--- config.mk ---
export PLATFORM = sky130hd
export DESIGN_NAME = cache_hit_miss_tracker_unit
export DESIGN_NICKNAME = d
export VERILOG_FILES = /design/src/design/cht_pkg.sv /design/src/design/cht_tag_ram.sv /design/src/design/cht_ctrl.sv /design/src/design/cache_hit_miss_tracker_unit.sv
export SDC_FILE = /design/constraint.sdc
export NUM_CORES = 2
export LEC_CHECK = 0
export BUFFER_PORTS_ARGS = -buffer_cell sky130_fd_sc_hd__buf_4
export CORE_ASPECT_RATIO = 1.1
export CORE_MARGIN = 3
export CORE_UTILIZATION = 55
export CTS_BUF_LIST = sky130_fd_sc_hd__clkbuf_4 sky130_fd_sc_hd__clkbuf_8
export DETAILED_ROUTE_END_ITERATION = 8
export PLACE_DENSITY = 0.71
export SLEW_MARGIN = 10
export SYNTH_ARGS = -nofsm -noshare
export SYNTH_HDL_FRONTEND = slang
export SYNTH_SLANG_ARGS = --single-unit
--- constraint.sdc ---
create_clock -name clk -period 11.3 [get_ports clk]
set_clock_uncertainty 0.2 [all_clocks]
set_input_delay 0.565 -clock clk [delete_from_list [all_inputs] [get_ports clk]]
set_output_delay 0.565 -clock clk [all_outputs]
set_load 0.1 [all_outputs]
--- src/design/cht_pkg.sv ---
// ----------------------------------------------------------------------------
// cht_pkg
// Shared constants, types and helpers for the cache hit/miss tracker.
// ----------------------------------------------------------------------------
package cht_pkg;

    localparam int CFG_IDX_W  = 2;
    localparam int CFG_DATA_W = 4;
    localparam int COUNT_W    = 32;
    localparam int SIZE_W     = 4;

    localparam logic [CFG_IDX_W-1:0] REG_SIZE_LOG2 = 2'd0;
    localparam logic [CFG_IDX_W-1:0] REG_MAPPING   = 2'd1;
    localparam logic [CFG_IDX_W-1:0] REG_SPLIT     = 2'd2;

    localparam logic [SIZE_W-1:0] SIZE_MIN   = 4'd7;
    localparam logic [SIZE_W-1:0] SIZE_MAX   = 4'd12;
    localparam logic [SIZE_W-1:0] SIZE_RESET = 4'd12;

    typedef struct packed {
        logic wr_en;
        logic flush;
    } cht_ram_ctl_t;

    function automatic int flog2(input int n);
        int v;
        int b;
        v = n;
        b = 0;
        while (v > 1) begin
            b = b + 1;
            v = v >> 1;
        end
        return b;
    endfunction

endpackage

--- src/design/cht_tag_ram.sv ---
// ----------------------------------------------------------------------------
// cht_tag_ram
// Line tag memory with registered read, plus per-line valid flops.
// ----------------------------------------------------------------------------
module cht_tag_ram
    import cht_pkg::*;
#(
    parameter int DEPTH = 64,
    parameter int TAG_W = 26
)
(
    input  logic                     clk,
    input  logic                     rst_n,
    input  cht_ram_ctl_t             ctl,
    input  logic [$clog2(DEPTH)-1:0] waddr,
    input  logic [TAG_W-1:0]         wtag,
    input  logic [$clog2(DEPTH)-1:0] raddr,
    output logic                     rd_valid,
    output logic [TAG_W-1:0]         rd_tag
);

    logic [TAG_W-1:0] mem [DEPTH];
    logic [DEPTH-1:0] valid_reg;
    logic             rd_valid_reg;
    logic [TAG_W-1:0] rd_tag_reg;

    always_ff @(posedge clk)
    begin
        if (ctl.wr_en)
        begin
            mem[waddr] <= wtag;
        end
        rd_tag_reg <= mem[raddr];
    end

    always_ff @(posedge clk or negedge rst_n)
    begin
        if (!rst_n)
        begin
            valid_reg    <= '0;
            rd_valid_reg <= 1'b0;
        end
        else
        begin
            if (ctl.flush)
            begin
                valid_reg <= '0;
            end
            else if (ctl.wr_en)
            begin
                valid_reg[waddr] <= 1'b1;
            end
            rd_valid_reg <= valid_reg[raddr];
        end
    end

    assign rd_valid = rd_valid_reg;
    assign rd_tag   = rd_tag_reg;

endmodule

--- src/design/cht_ctrl.sv ---
// ----------------------------------------------------------------------------
// cht_ctrl
// Lookup sequencer: walks candidate lines through one tag comparator,
// updates FIFO rings and saturating totals.
// ----------------------------------------------------------------------------
module cht_ctrl
    import cht_pkg::*;
#(
    parameter int MAX_LINES     = 64,
    parameter int LINE_BYTES    = 64,
    parameter int ADDRESS_WIDTH = 32
)
(
    input  logic                                       clk,
    input  logic                                       rst_n,
    input  logic                                       start,
    input  logic [ADDRESS_WIDTH-1:0]                   address,
    input  logic                                       access_kind,
    input  logic [$clog2(MAX_LINES+1)-1:0]             len,
    input  logic [$clog2(flog2(MAX_LINES)+1)-1:0]      ibits,
    input  logic                                       mapping,
    input  logic                                       split,
    input  logic                                       flush,
    output logic                                       busy,
    output logic                                       done,
    output logic                                       hit,
    output logic                                       evicted,
    output logic [COUNT_W-1:0]                         access_total,
    output logic [COUNT_W-1:0]                         hit_total,
    output logic [COUNT_W-1:0]                         evict_total,
    output cht_ram_ctl_t                               ram_ctl,
    output logic [$clog2(MAX_LINES)-1:0]               raddr,
    output logic [$clog2(MAX_LINES)-1:0]               waddr,
    output logic [ADDRESS_WIDTH-flog2(LINE_BYTES)-1:0] wtag,
    input  logic                                       rd_valid,
    input  logic [ADDRESS_WIDTH-flog2(LINE_BYTES)-1:0] rd_tag
);

    localparam int OFF_BITS = flog2(LINE_BYTES);
    localparam int TAG_W    = ADDRESS_WIDTH - OFF_BITS;
    localparam int AW       = $clog2(MAX_LINES);
    localparam int LW       = $clog2(MAX_LINES + 1);
    localparam int IBW      = $clog2(flog2(MAX_LINES) + 1);

    typedef enum logic [1:0] {
        S_IDLE,
        S_SETUP,
        S_SCAN,
        S_FINISH
    } state_t;

    state_t                   state_reg, state_next;
    logic [ADDRESS_WIDTH-1:0] addr_reg, addr_next;
    logic                     kind_reg, kind_next;
    logic                     half_reg, half_next;
    logic [AW-1:0]            base_reg, base_next;
    logic [TAG_W-1:0]         tag_reg, tag_next;
    logic [AW-1:0]            head_reg, head_next;
    logic [AW-1:0]            tail_reg, tail_next;
    logic                     full_reg, full_next;
    logic [AW-1:0]            start_pos_reg, start_pos_next;
    logic [LW-1:0]            used_reg, used_next;
    logic [LW-1:0]            i_reg, i_next;
    logic                     pend_reg, pend_next;
    logic                     last_valid_reg, last_valid_next;
    logic [AW-1:0]            wslot_reg, wslot_next;
    logic                     hit_reg, hit_next;
    logic                     evict_reg, evict_next;
    logic                     done_reg, done_next;
    logic [COUNT_W-1:0]       acc_cnt_reg, acc_cnt_next;
    logic [COUNT_W-1:0]       hit_cnt_reg, hit_cnt_next;
    logic [COUNT_W-1:0]       evc_cnt_reg, evc_cnt_next;
    logic [AW-1:0]            ring_head_reg [2];
    logic [AW-1:0]            ring_head_next [2];
    logic [AW-1:0]            ring_tail_reg [2];
    logic [AW-1:0]            ring_tail_next [2];
    logic [1:0]               ring_full_reg, ring_full_next;

    logic                     half_c;
    logic [AW-1:0]            base_c;
    logic [TAG_W-1:0]         line_addr_c;
    logic [IBW-1:0]           ibits_c;
    logic [TAG_W-1:0]         tag_c;
    logic [AW-1:0]            idx_c;
    logic [AW-1:0]            head_c;
    logic [AW-1:0]            tail_c;
    logic                     full_c;
    logic [LW-1:0]            used_c;
    logic [LW:0]              pos_sum_c;
    logic [AW-1:0]            pos_c;
    logic                     issue_c;
    logic                     match_c;
    logic [LW-1:0]            head_p1_c;
    logic [LW-1:0]            tail_p1_c;
    logic [AW-1:0]            head_inc_c;
    logic [AW-1:0]            tail_inc_c;
    logic [AW-1:0]            new_head_c;

    always_comb
    begin
        half_c      = split & kind_reg;
        base_c      = half_c ? AW'(len) : '0;
        line_addr_c = addr_reg[ADDRESS_WIDTH-1:OFF_BITS];
        ibits_c     = mapping ? '0 : ibits;
        tag_c       = line_addr_c >> ibits_c;
        idx_c       = line_addr_c[AW-1:0] & ~({AW{1'b1}} << ibits_c);
        head_c      = ring_head_reg[half_c];
        tail_c      = ring_tail_reg[half_c];
        full_c      = ring_full_reg[half_c];
        if (full_c)
        begin
            used_c = len;
        end
        else if (tail_c >= head_c)
        begin
            used_c = LW'(tail_c) - LW'(head_c);
        end
        else
        begin
            used_c = LW'(tail_c) + len - LW'(head_c);
        end

        pos_sum_c = (LW+1)'(start_pos_reg) + (LW+1)'(i_reg);
        if (pos_sum_c >= (LW+1)'(len))
        begin
            pos_c = AW'(pos_sum_c - (LW+1)'(len));
        end
        else
        begin
            pos_c = AW'(pos_sum_c);
        end
        issue_c = (i_reg < used_reg);
        match_c = rd_valid && (rd_tag == tag_reg);

        head_p1_c  = LW'(head_reg) + LW'(1);
        tail_p1_c  = LW'(tail_reg) + LW'(1);
        head_inc_c = (head_p1_c == len) ? '0 : AW'(head_p1_c);
        tail_inc_c = (tail_p1_c == len) ? '0 : AW'(tail_p1_c);
        new_head_c = full_reg ? head_inc_c : head_reg;
    end

    always_comb
    begin
        state_next      = state_reg;
        addr_next       = addr_reg;
        kind_next       = kind_reg;
        half_next       = half_reg;
        base_next       = base_reg;
        tag_next        = tag_reg;
        head_next       = head_reg;
        tail_next       = tail_reg;
        full_next       = full_reg;
        start_pos_next  = start_pos_reg;
        used_next       = used_reg;
        i_next          = i_reg;
        pend_next       = pend_reg;
        last_valid_next = last_valid_reg;
        wslot_next      = wslot_reg;
        hit_next        = hit_reg;
        evict_next      = evict_reg;
        done_next       = 1'b0;
        acc_cnt_next    = acc_cnt_reg;
        hit_cnt_next    = hit_cnt_reg;
        evc_cnt_next    = evc_cnt_reg;
        ring_head_next  = ring_head_reg;
        ring_tail_next  = ring_tail_reg;
        ring_full_next  = ring_full_reg;

        case (state_reg)
            S_IDLE:
            begin
                if (start)
                begin
                    addr_next  = address;
                    kind_next  = access_kind;
                    state_next = S_SETUP;
                end
            end
            S_SETUP:
            begin
                half_next      = half_c;
                base_next      = base_c;
                tag_next       = tag_c;
                head_next      = head_c;
                tail_next      = tail_c;
                full_next      = full_c;
                start_pos_next = mapping ? head_c : idx_c;
                used_next      = mapping ? used_c : LW'(1);
                wslot_next     = base_c + (mapping ? tail_c : idx_c);
                i_next         = '0;
                pend_next      = 1'b0;
                state_next     = S_SCAN;
            end
            S_SCAN:
            begin
                pend_next = issue_c;
                if (issue_c)
                begin
                    i_next = i_reg + LW'(1);
                end
                if (pend_reg)
                begin
                    last_valid_next = rd_valid;
                end
                if (pend_reg && match_c)
                begin
                    hit_next   = 1'b1;
                    evict_next = 1'b0;
                    state_next = S_FINISH;
                end
                else if (!issue_c && !pend_reg)
                begin
                    hit_next   = 1'b0;
                    evict_next = mapping ? full_reg : last_valid_reg;
                    state_next = S_FINISH;
                end
            end
            S_FINISH:
            begin
                if (!hit_reg && mapping)
                begin
                    ring_head_next[half_reg] = new_head_c;
                    ring_tail_next[half_reg] = tail_inc_c;
                    ring_full_next[half_reg] = (tail_inc_c == new_head_c);
                end
                if (acc_cnt_reg != '1)
                begin
                    acc_cnt_next = acc_cnt_reg + COUNT_W'(1);
                end
                if (hit_reg && hit_cnt_reg != '1)
                begin
                    hit_cnt_next = hit_cnt_reg + COUNT_W'(1);
                end
                if (evict_reg && evc_cnt_reg != '1)
                begin
                    evc_cnt_next = evc_cnt_reg + COUNT_W'(1);
                end
                done_next  = 1'b1;
                state_next = S_IDLE;
            end
            default:
            begin
                state_next = S_IDLE;
            end
        endcase

        if (flush)
        begin
            ring_head_next = '{default: '0};
            ring_tail_next = '{default: '0};
            ring_full_next = '0;
        end
    end

    always_ff @(posedge clk or negedge rst_n)
    begin
        if (!rst_n)
        begin
            state_reg      <= S_IDLE;
            addr_reg       <= '0;
            kind_reg       <= 1'b0;
            half_reg       <= 1'b0;
            base_reg       <= '0;
            tag_reg        <= '0;
            head_reg       <= '0;
            tail_reg       <= '0;
            full_reg       <= 1'b0;
            start_pos_reg  <= '0;
            used_reg       <= '0;
            i_reg          <= '0;
            pend_reg       <= 1'b0;
            last_valid_reg <= 1'b0;
            wslot_reg      <= '0;
            hit_reg        <= 1'b0;
            evict_reg      <= 1'b0;
            done_reg       <= 1'b0;
            acc_cnt_reg    <= '0;
            hit_cnt_reg    <= '0;
            evc_cnt_reg    <= '0;
            ring_head_reg  <= '{default: '0};
            ring_tail_reg  <= '{default: '0};
            ring_full_reg  <= '0;
        end
        else
        begin
            state_reg      <= state_next;
            addr_reg       <= addr_next;
            kind_reg       <= kind_next;
            half_reg       <= half_next;
            base_reg       <= base_next;
            tag_reg        <= tag_next;
            head_reg       <= head_next;
            tail_reg       <= tail_next;
            full_reg       <= full_next;
            start_pos_reg  <= start_pos_next;
            used_reg       <= used_next;
            i_reg          <= i_next;
            pend_reg       <= pend_next;
            last_valid_reg <= last_valid_next;
            wslot_reg      <= wslot_next;
            hit_reg        <= hit_next;
            evict_reg      <= evict_next;
            done_reg       <= done_next;
            acc_cnt_reg    <= acc_cnt_next;
            hit_cnt_reg    <= hit_cnt_next;
            evc_cnt_reg    <= evc_cnt_next;
            ring_head_reg  <= ring_head_next;
            ring_tail_reg  <= ring_tail_next;
            ring_full_reg  <= ring_full_next;
        end
    end

    assign busy          = (state_reg != S_IDLE);
    assign done          = done_reg;
    assign hit           = hit_reg;
    assign evicted       = evict_reg;
    assign access_total  = acc_cnt_reg;
    assign hit_total     = hit_cnt_reg;
    assign evict_total   = evc_cnt_reg;
    assign raddr         = base_reg + pos_c;
    assign waddr         = wslot_reg;
    assign wtag          = tag_reg;
    assign ram_ctl.wr_en = (state_reg == S_FINISH) && !hit_reg;
    assign ram_ctl.flush = flush;

endmodule

--- src/design/cache_hit_miss_tracker_unit.sv ---
// An accepted start captures the address and kind, SETUP latches the ring state and tag,
// SCAN compares stored lines, and FINISH updates rings and totals and registers done.
// A single tag comparator scans one stored line per cycle.
// One access at a time; busy drops in the done cycle, so the next one may start there.
// done cannot be stalled. Reset: lines invalid, rings empty, totals zero, 4 KB unified direct.
// ----------------------------------------------------------------------------
// cache_hit_miss_tracker_unit
// Tag-only cache model: direct mapped or FIFO fully associative, unified
// or split I/D, with hit/evict flags and saturating totals.
// ----------------------------------------------------------------------------
module cache_hit_miss_tracker_unit
    import cht_pkg::*;
#(
    parameter int MAX_LINES     = 64,
    parameter int LINE_BYTES    = 64,
    parameter int ADDRESS_WIDTH = 32
)
(
    input  logic                     clk,
    input  logic                     rst_n,
    input  logic                     start,
    output logic                     busy,
    input  logic [ADDRESS_WIDTH-1:0] address,
    input  logic                     access_kind,
    output logic                     done,
    output logic                     hit,
    output logic                     evicted,
    output logic [COUNT_W-1:0]       access_total,
    output logic [COUNT_W-1:0]       hit_total,
    output logic [COUNT_W-1:0]       evict_total,
    input  logic                     cfg_valid,
    output logic                     cfg_ready,
    input  logic [CFG_IDX_W-1:0]     cfg_index,
    input  logic [CFG_DATA_W-1:0]    cfg_data
);

    localparam int OFF_BITS = flog2(LINE_BYTES);
    localparam int TAG_W    = ADDRESS_WIDTH - OFF_BITS;
    localparam int AW       = $clog2(MAX_LINES);
    localparam int LW       = $clog2(MAX_LINES + 1);
    localparam int IBW      = $clog2(flog2(MAX_LINES) + 1);

    function automatic int len_for(input int s, input int sp);
        int n;
        n = (1 << s) / LINE_BYTES;
        if (sp != 0)
        begin
            n = n >> 1;
            if (n > (MAX_LINES >> 1))
            begin
                n = MAX_LINES >> 1;
            end
        end
        else if (n > MAX_LINES)
        begin
            n = MAX_LINES;
        end
        if (n < 1)
        begin
            n = 1;
        end
        return n;
    endfunction

    localparam int LEN_U [6] = '{len_for(7, 0), len_for(8, 0), len_for(9, 0),
                                 len_for(10, 0), len_for(11, 0), len_for(12, 0)};
    localparam int LEN_S [6] = '{len_for(7, 1), len_for(8, 1), len_for(9, 1),
                                 len_for(10, 1), len_for(11, 1), len_for(12, 1)};
    localparam int IDX_U [6] = '{flog2(LEN_U[0]), flog2(LEN_U[1]), flog2(LEN_U[2]),
                                 flog2(LEN_U[3]), flog2(LEN_U[4]), flog2(LEN_U[5])};
    localparam int IDX_S [6] = '{flog2(LEN_S[0]), flog2(LEN_S[1]), flog2(LEN_S[2]),
                                 flog2(LEN_S[3]), flog2(LEN_S[4]), flog2(LEN_S[5])};

    logic [SIZE_W-1:0] size_reg, size_next;
    logic              mapping_reg, mapping_next;
    logic              split_reg, split_next;
    logic              cfg_beat;
    logic              flush;
    logic [SIZE_W-1:0] size_c;
    logic [2:0]        geo_idx;
    logic [LW-1:0]     len;
    logic [IBW-1:0]    ibits;

    cht_ram_ctl_t      ram_ctl;
    logic [AW-1:0]     raddr;
    logic [AW-1:0]     waddr;
    logic [TAG_W-1:0]  wtag;
    logic              rd_valid;
    logic [TAG_W-1:0]  rd_tag;

    assign cfg_ready = !busy;
    assign cfg_beat  = cfg_valid && cfg_ready;

    always_comb
    begin
        size_next    = size_reg;
        mapping_next = mapping_reg;
        split_next   = split_reg;
        flush        = 1'b0;
        if (cfg_beat)
        begin
            case (cfg_index)
                REG_SIZE_LOG2:
                begin
                    size_next = cfg_data;
                    flush     = 1'b1;
                end
                REG_MAPPING:
                begin
                    mapping_next = cfg_data[0];
                    flush        = 1'b1;
                end
                REG_SPLIT:
                begin
                    split_next = cfg_data[0];
                    flush      = 1'b1;
                end
                default:
                begin
                    flush = 1'b0;
                end
            endcase
        end
    end

    always_ff @(posedge clk or negedge rst_n)
    begin
        if (!rst_n)
        begin
            size_reg    <= SIZE_RESET;
            mapping_reg <= 1'b0;
            split_reg   <= 1'b0;
        end
        else
        begin
            size_reg    <= size_next;
            mapping_reg <= mapping_next;
            split_reg   <= split_next;
        end
    end

    always_comb
    begin
        if (size_reg < SIZE_MIN)
        begin
            size_c = SIZE_MIN;
        end
        else if (size_reg > SIZE_MAX)
        begin
            size_c = SIZE_MAX;
        end
        else
        begin
            size_c = size_reg;
        end
        geo_idx = 3'(size_c - SIZE_MIN);
        if (split_reg)
        begin
            len   = LW'(LEN_S[geo_idx]);
            ibits = IBW'(IDX_S[geo_idx]);
        end
        else
        begin
            len   = LW'(LEN_U[geo_idx]);
            ibits = IBW'(IDX_U[geo_idx]);
        end
    end

    cht_ctrl #(
        .MAX_LINES     (MAX_LINES),
        .LINE_BYTES    (LINE_BYTES),
        .ADDRESS_WIDTH (ADDRESS_WIDTH)
    ) u_ctrl (
        .clk          (clk),
        .rst_n        (rst_n),
        .start        (start),
        .address      (address),
        .access_kind  (access_kind),
        .len          (len),
        .ibits        (ibits),
        .mapping      (mapping_reg),
        .split        (split_reg),
        .flush        (flush),
        .busy         (busy),
        .done         (done),
        .hit          (hit),
        .evicted      (evicted),
        .access_total (access_total),
        .hit_total    (hit_total),
        .evict_total  (evict_total),
        .ram_ctl      (ram_ctl),
        .raddr        (raddr),
        .waddr        (waddr),
        .wtag         (wtag),
        .rd_valid     (rd_valid),
        .rd_tag       (rd_tag)
    );

    cht_tag_ram #(
        .DEPTH (MAX_LINES),
        .TAG_W (TAG_W)
    ) u_tag_ram (
        .clk      (clk),
        .rst_n    (rst_n),
        .ctl      (ram_ctl),
        .waddr    (waddr),
        .wtag     (wtag),
        .raddr    (raddr),
        .rd_valid (rd_valid),
        .rd_tag   (rd_tag)
    );

endmodule

==> results.json <==
{
  "post-place-cells": 6063,
  "post_cts_resized": 0,
  "finalCritPeriodShare_pct": 74.96,
  "fin_tns_setup_ns": 0,
  "largest_reg_flops": 1664,
  "rr_worst_depth": 21,
  "hold_path_class": "input pin to register",
  "grt_overflow": 0,
  "die_width_um": 369.4,
  "syn-num-nets": 4157,
  "cpPeakStageDelay_ns": 1.36,
  "layout_setup_ws_ns": 2.830,
  "relSlewSlack_pct": 17.25,
  "ys_top_cells_by_area": "edfxtp_1 63%, mux4_2 15%, dfrtp_1 9.3%",
  "layout_common_cells": "1,664 x edfxtp_1, 542 x mux4_2, 339 x clkbuf_8",
  "cpMostUsedCell": "o21ai_0",
  "coreArea_um2": 144100,
  "place_hpwl_um": 103500,
  "antenna_found_initial": 3,
  "wl_per_cell_um": 28.70,
  "crit_fanout": 60,
  "rsz0062_at_grt": "no",
  "fmaxAchievable_ghz": 0.1181,
  "holdPathStages": 5,
  "endpoint_kind": "register",
  "async_flop_share_pct": 15.03,
  "clkSinkCount": 1989,
  "yosysUniqueCellTypes": 72,
  "ys_seq_area_share_pct": 72.56,
  "synth_edf_count": 1664,
  "drtAntennaViolNets": 0,
  "io_pins": 144,
  "cp.arrival_ns": 9.10,
  "layout-drive-gt1-share_pct": 31.57,
  "grt_pass1_wl_um": 280800,
  "synth_cells": 4047,
  "hold_violations": 0,
  "avgSynthCellArea_um2": 19.74,
  "final_common_cell": "edfxtp_1",
  "pre_cts_slack_ns": 2.891,
  "clockRootBuffer": "clkbuf_8",
  "critical_path_class": "register to register",
  "grt_max_degree": 83,
  "critPathLaunchType": "register",
  "viasPerCell": 6.188,
  "cts_buffers": 314,
  "cts_buffer_depth": 4,
  "worst_pin_slew_ns": 1.241,
  "ys_warn_count": 0,
  "fin_crit_ns": 8.470,
  "grt_pass1_vias": 42630,
  "areaGrowthSynthToFinish_pct": 13.54,
  "dieArea_um2": 149900,
  "synth.top_cell.area_share_pct": 62.54,
  "path_clk_slew_ns": 0.06,
  "wirelength_um": 190700,
  "post-cts-setup-buffer-count": 0,
  "slew_violations": 0,
  "finalSetupViolCount": 0,
  "syn_area_um2": 79890,
  "drc": 0,
  "htree_levels": 5,
  "synth_top_area_cell": "edfxtp_1",
  "clk_latency_ns": 1.00,
  "nFillCells": 9926,
  "port_buffers": 137,
  "synth-seq-cells": 1989,
  "rows": 146,
  "cts_hold_buf": 40,
  "nets": 4605,
  "cts_tree": "yes",
  "grt_util_all_layers_pct": 25.93,
  "start_util_pct": 55.43,
  "vias": 41130,
  "globalplace.congestion": 0.8146,
  "worstPathRequired_ns": 11.93,
  "cp_slowest_cell": "fa_4",
  "synth_ff_type": "edfxtp_1",
  "maxCapViolations": 0,
  "outcome": "completed",
  "drt_pass1_iterations": 5,
  "fp.dieH_um": 405.7,
  "first_iter_violations": 4732,
  "critical_path.cell_chain": "o21ai_0 -> ha_1 -> xnor2_2 -> and3_1 -> ha_1 -> inv_1 -> fa_1 -> a21oi_1 -> nor2_1 -> nor2_1 -> o21ai_0 -> a21o_1 -> a221oi_2 -> o21ai_0 -> ha_4 -> fa_4 -> buf_12 -> mux4_2 -> mux4_2 -> mux2i_1 -> mux2i_1",
  "layout.cells.non_filler": 6647
}
-- routing by layer --
metal / GRT usage (%) / routed length, um / vias to the layer above
met3: 5.766 / 16610 / 337
met5: 0 / 114 / -
met2: 42.57 / 95280 / 1908
met1: 35.07 / 73620 / 21670
li1: - / - / 17220
met4: 8.174 / 5117 / 3
-- through the flow --
stage,area (um2),hold WS (ns),utilization [%]
final,90710,0.1134,62.93
after global routing,90700,0.09000,62.93
after CTS,90690,0.01370,62.92
after detailed placement,84380,0.2718,58.55
after global placement,84380,0.2598,58.55
after floorplan,79890,0.06941,-
-- final timing paths --
kind | startpoint | endpoint | slack [ns]
hold / removal | cfg_valid | size_reg[0] | 0.11
max in group asynchronous | rst_n | u_tag_ram.valid_reg[4] | 8.21
hold reg to reg | u_ctrl.ring_tail_reg[2] | u_ctrl.ring_tail_reg[2] | 0.29
min in group asynchronous | rst_n | u_ctrl.evict_total[29] | 0.50
setup / recovery | size_reg[3] | u_tag_ram.rd_tag[17] | 2.83
setup reg to reg | size_reg[3] | u_tag_ram.rd_tag[17] | 2.83
-- cell families after synthesis --
group,synth area share [%]
AND/OR/NAND/NOR,3.549
adder cells (fa/ha/maj),1.167
AO/OA/AOI/OAI,1.646
flip-flops,72.56
XOR/XNOR,1.972
buffers and inverters,1.120
multiplexers,17.98
-- synthesized netlist by cell type, drive strengths merged (3+ instances only) --
| cell type | instances |
|---|---|
| edfxtp | 1664 |
| mux4 | 542 |
| dfrtp | 297 |
| nor2 | 292 |
| nand2 | 148 |
| mux2i | 136 |
| xnor2 | 135 |
| clkbuf | 129 |
| mux2 | 71 |
| nand3 | 58 |
| ha | 56 |
| inv | 53 |
| a21oi | 51 |
| buf | 50 |
| o21ai | 41 |
| xor2 | 41 |
| nand4 | 30 |
| a31oi | 26 |
| dfxtp | 26 |
| and3 | 22 |
| nor3 | 19 |
| a21o | 15 |
| fa | 11 |
| o22ai | 11 |
| a22o | 10 |
| o21bai | 10 |
| or3 | 10 |
| and2 | 9 |
| nor2b | 9 |
| a32o | 8 |
| and4 | 7 |
| nand3b | 5 |
| nor3b | 5 |
| nor4 | 5 |
| o31ai | 5 |
| o22a | 4 |
| or2 | 4 |
| nand2b | 3 |
| nor4b | 3 |
| o211ai | 3 |
-- layout make-up --
cell class,count,area [um2],area share [%]
inverter,53,201.4,0.2221
multi-input combinational,1826,21590,23.80
clock inverter,100,491.7,0.5421
tap,1924,2407,2.654
antenna,6,15.01,0.01655
clock buffer,438,5409,5.963
sequential,1989,58010,63.95
timing repair buffer,311,2590,2.855
-- critical path: cells and delay by family (launching register included) --
family / cells / cell delay [ns]
buffers and inverters: 2 / 0.47
AO/OA/AOI/OAI: 6 / 1.66
AND/OR/NAND/NOR: 3 / 0.68
multiplexers: 4 / 1.55
XOR/XNOR: 1 / 0.34
adder cells (fa/ha/maj): 5 / 2.68
flip-flops: 1 / 0.61
Power is not shown: default switching activity piles up to over one toggle a cycle in this logic, so the estimate is an artifact.
